--- config.mk ---
export PLATFORM = sky130hd
export DESIGN_NAME = cse_pipe_ctrl
export DESIGN_NICKNAME = d
export VERILOG_FILES = /design/src/design/cse_pkg.sv /design/src/design/cse_pipe_ctrl.sv
export SDC_FILE = /design/constraint.sdc
export NUM_CORES = 1
export LEC_CHECK = 0
export BUFFER_PORTS_ARGS = -buffer_cell sky130_fd_sc_hd__buf_4
export CORE_MARGIN = 4
export CORE_UTILIZATION = 46
export CTS_CLUSTER_DIAMETER = 30
export DETAILED_ROUTE_END_ITERATION = 12
export PLACE_DENSITY = 0.73
export SYNTH_ARGS = -nofsm -noshare
export SYNTH_HDL_FRONTEND = slang
export SYNTH_SLANG_ARGS = --single-unit
--- constraint.sdc ---
create_clock -name clk -period 1.16 [get_ports clk]
set_input_delay 0.058 -clock clk [delete_from_list [all_inputs] [get_ports clk]]
set_output_delay 0.058 -clock clk [all_outputs]
set_load 0.03 [all_outputs]
--- src/design/cse_pkg.sv ---
// Shared types, constants and arithmetic helpers for the curve segment evaluator.
package cse_pkg;

	localparam int NSTG    = 9;
	localparam int COORD_W = 32;
	localparam int U_W     = 17;
	localparam int DIFF_W  = COORD_W + 1;
	localparam int PROD_W  = DIFF_W + U_W + 1;
	localparam int H_W     = 18;
	localparam int WIDE_W  = 52;
	localparam int SUM_W   = 53;
	localparam int RND_W   = SUM_W - 16;

	typedef logic signed [COORD_W-1:0] coord_t;
	typedef logic [U_W-1:0]            param_t;
	typedef logic signed [DIFF_W-1:0]  diff_t;
	typedef logic signed [PROD_W-1:0]  prod_t;
	typedef logic signed [H_W-1:0]     weight_t;
	typedef logic signed [WIDE_W-1:0]  wide_t;
	typedef logic signed [SUM_W-1:0]   sum_t;
	typedef logic signed [RND_W-1:0]   rnd_t;
	typedef logic [1:0]                mode_t;

	localparam mode_t MODE_LINEAR  = 2'd0;
	localparam mode_t MODE_BEZIER  = 2'd1;
	localparam mode_t MODE_HERMITE = 2'd2;

	localparam param_t U_ONE     = param_t'(65536);
	localparam prod_t  HALF16_P  = prod_t'(32768);
	localparam sum_t   HALF16_S  = sum_t'(32768);
	localparam wide_t  HALF32_W  = wide_t'(64'd2147483648);
	localparam rnd_t   COORD_MAX = rnd_t'(64'sd2147483647);
	localparam rnd_t   COORD_MIN = rnd_t'(-64'sd2147483648);

	typedef struct packed {
		logic [NSTG-1:0] en;
	} pipe_ctrl_t;

	function automatic param_t clamp_u(param_t u);
		return (u > U_ONE) ? U_ONE : u;
	endfunction

	function automatic diff_t sub_coord(coord_t p, coord_t q);
		return diff_t'(q) - diff_t'(p);
	endfunction

	function automatic prod_t mul_u(diff_t d, param_t u);
		logic signed [U_W:0] us;
		us = $signed({1'b0, u});
		return prod_t'(d * us);
	endfunction

	function automatic coord_t lerp_fin(coord_t p, prod_t m);
		prod_t                    t;
		logic signed [DIFF_W+1:0] r;
		logic signed [DIFF_W+1:0] s;
		t = m + HALF16_P;
		r = (DIFF_W + 2)'(t >>> 16);
		s = r + (DIFF_W + 2)'(p);
		return s[COORD_W-1:0];
	endfunction

endpackage

--- src/design/cse_pipe_ctrl.sv ---
// Stage valid bits, per-stage load enables and the mode that travels with each transaction.
module cse_pipe_ctrl (
	input  logic                clk,
	input  logic                arst_n,
	input  logic                in_valid,
	output logic                in_ready,
	output logic                out_valid,
	input  logic                out_ready,
	input  cse_pkg::mode_t      mode_in,
	output cse_pkg::mode_t      mode_out,
	output cse_pkg::pipe_ctrl_t ctl
);
	import cse_pkg::*;

	logic [NSTG-1:0] stage_valid_q;
	mode_t           stage_mode_q [NSTG];
	logic            in_acc;
	logic            out_acc;

	always_comb begin
		ctl.en[NSTG-1] = !stage_valid_q[NSTG-1] || out_ready;
		for (int k = NSTG - 2; k >= 0; k--) begin
			ctl.en[k] = !stage_valid_q[k] || ctl.en[k+1];
		end
	end

	assign in_ready  = ctl.en[0];
	assign out_valid = stage_valid_q[NSTG-1];
	assign mode_out  = stage_mode_q[NSTG-1];
	assign in_acc    = in_valid && in_ready;
	assign out_acc   = out_valid && out_ready;

	always_ff @(posedge clk or negedge arst_n) begin
		if (!arst_n) begin
			stage_valid_q <= '0;
		end else begin
			if (ctl.en[0]) begin
				stage_valid_q[0] <= in_valid;
			end
			for (int k = 1; k < NSTG; k++) begin
				if (ctl.en[k]) begin
					stage_valid_q[k] <= stage_valid_q[k-1];
				end
			end
		end
	end

	always_ff @(posedge clk) begin
		if (ctl.en[0]) begin
			stage_mode_q[0] <= mode_in;
		end
		for (int k = 1; k < NSTG; k++) begin
			if (ctl.en[k]) begin
				stage_mode_q[k] <= stage_mode_q[k-1];
			end
		end
	end

	// A stalled output only lets a new transaction in when a bubble is present.
	assert property (@(posedge clk) disable iff (!arst_n)
		(!ctl.en[NSTG-1] && in_ready) |-> !(&stage_valid_q))
		else $error("input accepted while the full pipeline is stalled");

	// Transactions in flight change only by what enters and leaves.
	assert property (@(posedge clk) disable iff (!arst_n)
		1'b1 |=> ($countones(stage_valid_q) + int'($past(out_acc))
			== $past($countones(stage_valid_q)) + int'($past(in_acc))))
		else $error("transaction lost or duplicated inside the pipeline");

	// A held result keeps the mode it was computed under.
	assert property (@(posedge clk) disable iff (!arst_n)
		(stage_valid_q[NSTG-1] && !out_ready) |=>
			(stage_valid_q[NSTG-1] && $stable(stage_mode_q[NSTG-1])))
		else $error("stalled result changed its mode");

endmodule

==> results.toml <==
[clock_tree]
clk_latency_ns = 0.34
htreeDepth = 1
cts_buffer_depth = 2
clk_pin_slew_ns = 0.15
cts_buffers = 3
cts_sinks = 27
cts_tree = "built"
root_buffer = "clkbuf_4"

[sta]
fin_ws_ns = -0.339
maxSlewViolCount = 0
fmax_mhz = 667
worstMarginPinSlew_ns = 0.260
rsz0062_at_grt = "true"
post-route-min-period_ns = 1.50
hold_ws_ns = 0.0639
fin_crit_sh = 1.29
setup_viol = 34
maxSlewHeadroom = 0.826
hold_viol = 0
fin_skew_ns = 0.0168

[pwr]
power_frac_seq = 0.506
p_comb_frac = 0.343
p_int_mw = 1.89
swShare = 0.299
ir_drop_v = 0.00116
p_leak_nw = 0.627
clockPowerShare = 0.151
p_switching_uw = 808
p_per_area_nw_per_um2 = 1840

[cells_and_area]
final_cell_mix = "21 x buf_4, 21 x buf_6, 18 x edfxtp_1"
num_antenna_cells = 0
drive_gt1_frac = 0.582
fillers = 119
nets = 105
final_area_um2 = 1470
area_growth_syn_to_layout_pct = 52.7

[outcome]
status = "complete, but fails checks"
violations = "setup timing"

[flow_run]
maxCapViolCount = 0

[floorplan]
initial_utilization = 0.487
core_um2 = 1980
num_io_pins = 19
rows = 16
dieWidth_um = 53.8
fp.dieH_um = 53.8
die_area_um2 = 2890

[detailed_routing]
wl_um = 1880
ant_nets = 0
drtIter0Drc = 10
first_pass_iters = 3
vias_per_cell = 4.90
avgRoutedWirePerCell_um = 15.1
num_vias = 612
drc = 0

[critical_path]
reg2regPathDepth = 4
cp-startpoint = "stage_valid_q[8]"
worstReg2RegEnd = "stage_mode_q[0][0]"
r2r-start = "stage_valid_q[8]"
r2r_slack_ns = -0.21
worstSetupPathType = "reg2out"
crit_path_end_kind = "output pin"
cp_max_fo = 5
start_kind = "register"
worstPathArrival_ns = 1.44
required_ns = 1.10

[min_path]
holdCritPathClass = "in2async"

[placement]
dpl_cell_area_um2 = 1170
pre_cts_ws_ns = -0.0643
hpwl_um = 1180
io_buffers = 18
globalplace.congestion = 0.735

[global_route]
grt_max_degree = 17
grt_overflow = 0
grt_pass1_vias = 605
globalRouteTotalUtil = 0.149
antenna_found_initial = 0
grt_first_pass_wirelength_um = 2920

[synth]
syn_area_per_cell_um2 = 17.9
synth-seq-cells = 27
synth_cell_types = 18
synth.cell_area_um2 = 965
ys_warn_count = 0
synth_top_area_cell = "edfxtp_1"
synth_nets = 60
synth_area_leaders = "edfxtp_1 56%, dfrtp_1 23%, a31o_1 2.7%, buf_4 2.3%, buf_6 2.3%"
synthCells = 54
netlist.area_leader.share = 0.560
ys_seq_area_frac = 0.794
-- kinds of logic (layout without fill, tap and decap cells) --
family / Yosys count / after routing / synth area share
DFF: 27 / 27 / 0.794
and+or+nand+nor: 13 / 13 / 0.0869
AOI/OAI and AO/OA: 7 / 7 / 0.0636
buffers and inverters: 7 / 51 / 0.0558
-- power groups by stage --
stage / sequential, mW / clock [mW] / combinational (mW)
finish: 1.37 / 0.408 / 0.926
floorplan: 1.39 / 0 / 0.377
detailed placement: 1.39 / 0 / 0.623
global placement: 1.38 / 0 / 0.602
global route: 1.39 / 0.461 / 0.987
CTS: 1.37 / 0.421 / 0.850
-- worst max-delay path by stage --
stage | to | depth (start not counted)
after CTS | ctl[1] | 3
final | ctl[1] | 3
after detailed placement | stage_mode_q[0][13] | 2
after global placement | stage_mode_q[0][13] | 2
after floorplan | stage_mode_q[0][0] | 3
after global routing | ctl[0] | 3
-- state kept, by name (all words and copies together) (netlist names) --
| register | cells |
|---|---|
| stage_mode_q | 18 |
| stage_valid_q | 9 |
-- critical path: stages (launching register included) --
cell	delay, ns
dfrtp_2	0.40
and4b_2	0.30
nand3_1	0.18
buf_4	0.22
-- final cells by class --
cell class                      instances  area, um^2  share of cell area
Inverter                                1        11.3             0.00765
Sequential cell                        27         767               0.521
Multi-Input combinational cell         20         198               0.134
Timing Repair Buffer                   46         434               0.295
Tap cell                               27        33.8              0.0229
Clock buffer                            3        22.5              0.0153
Clock inverter                          1        6.26             0.00425
-- cells in the mapped netlist --
| master | instances |
|---|---|
| or2_1 | 1 |
| and4b_1 | 1 |
| inv_2 | 1 |
| a21o_1 | 2 |
| nand2b_1 | 1 |
| nand3_1 | 3 |
| nand2b_2 | 1 |
| buf_2 | 1 |
| edfxtp_1 | 18 |
| a41o_1 | 2 |
| buf_4 | 3 |
| and3b_1 | 1 |
| dfrtp_1 | 9 |
| nand4_1 | 2 |
| and4_1 | 1 |
| nand2_1 | 2 |
| a31o_1 | 3 |
| buf_6 | 2 |
-- layer usage --
metal  wire [um]  up-vias  global-route usage
li1            -      291                   -
met1         703      302               0.164
met2        1050       16               0.256
met3         113        3              0.0609
met4          17        0              0.0511
met5           0        -                   0
-- stage by stage --
stage                     total power [mW]  instances  setup TNS (ns)   util
after floorplan                       1.77         54           -4.32      -
after global placement                1.98        102          -0.225  0.593
after detailed placement              2.01        102          -0.625  0.593
after CTS                             2.64        122           -4.26  0.716
after global routing                  2.84        125           -6.28  0.743
final                                 2.70        125           -4.87  0.743
-- timing repair --
action                                 4_1_cts  5_1_grt
endpoints found under the hold margin       12        0
buffers inserted                            13        9
setup endpoints to repair                   25       36
pin swaps                                    9        6
gates resized for setup                     24       10
hold buffers                                 4        0
Power figures use the tool's default switching activity.
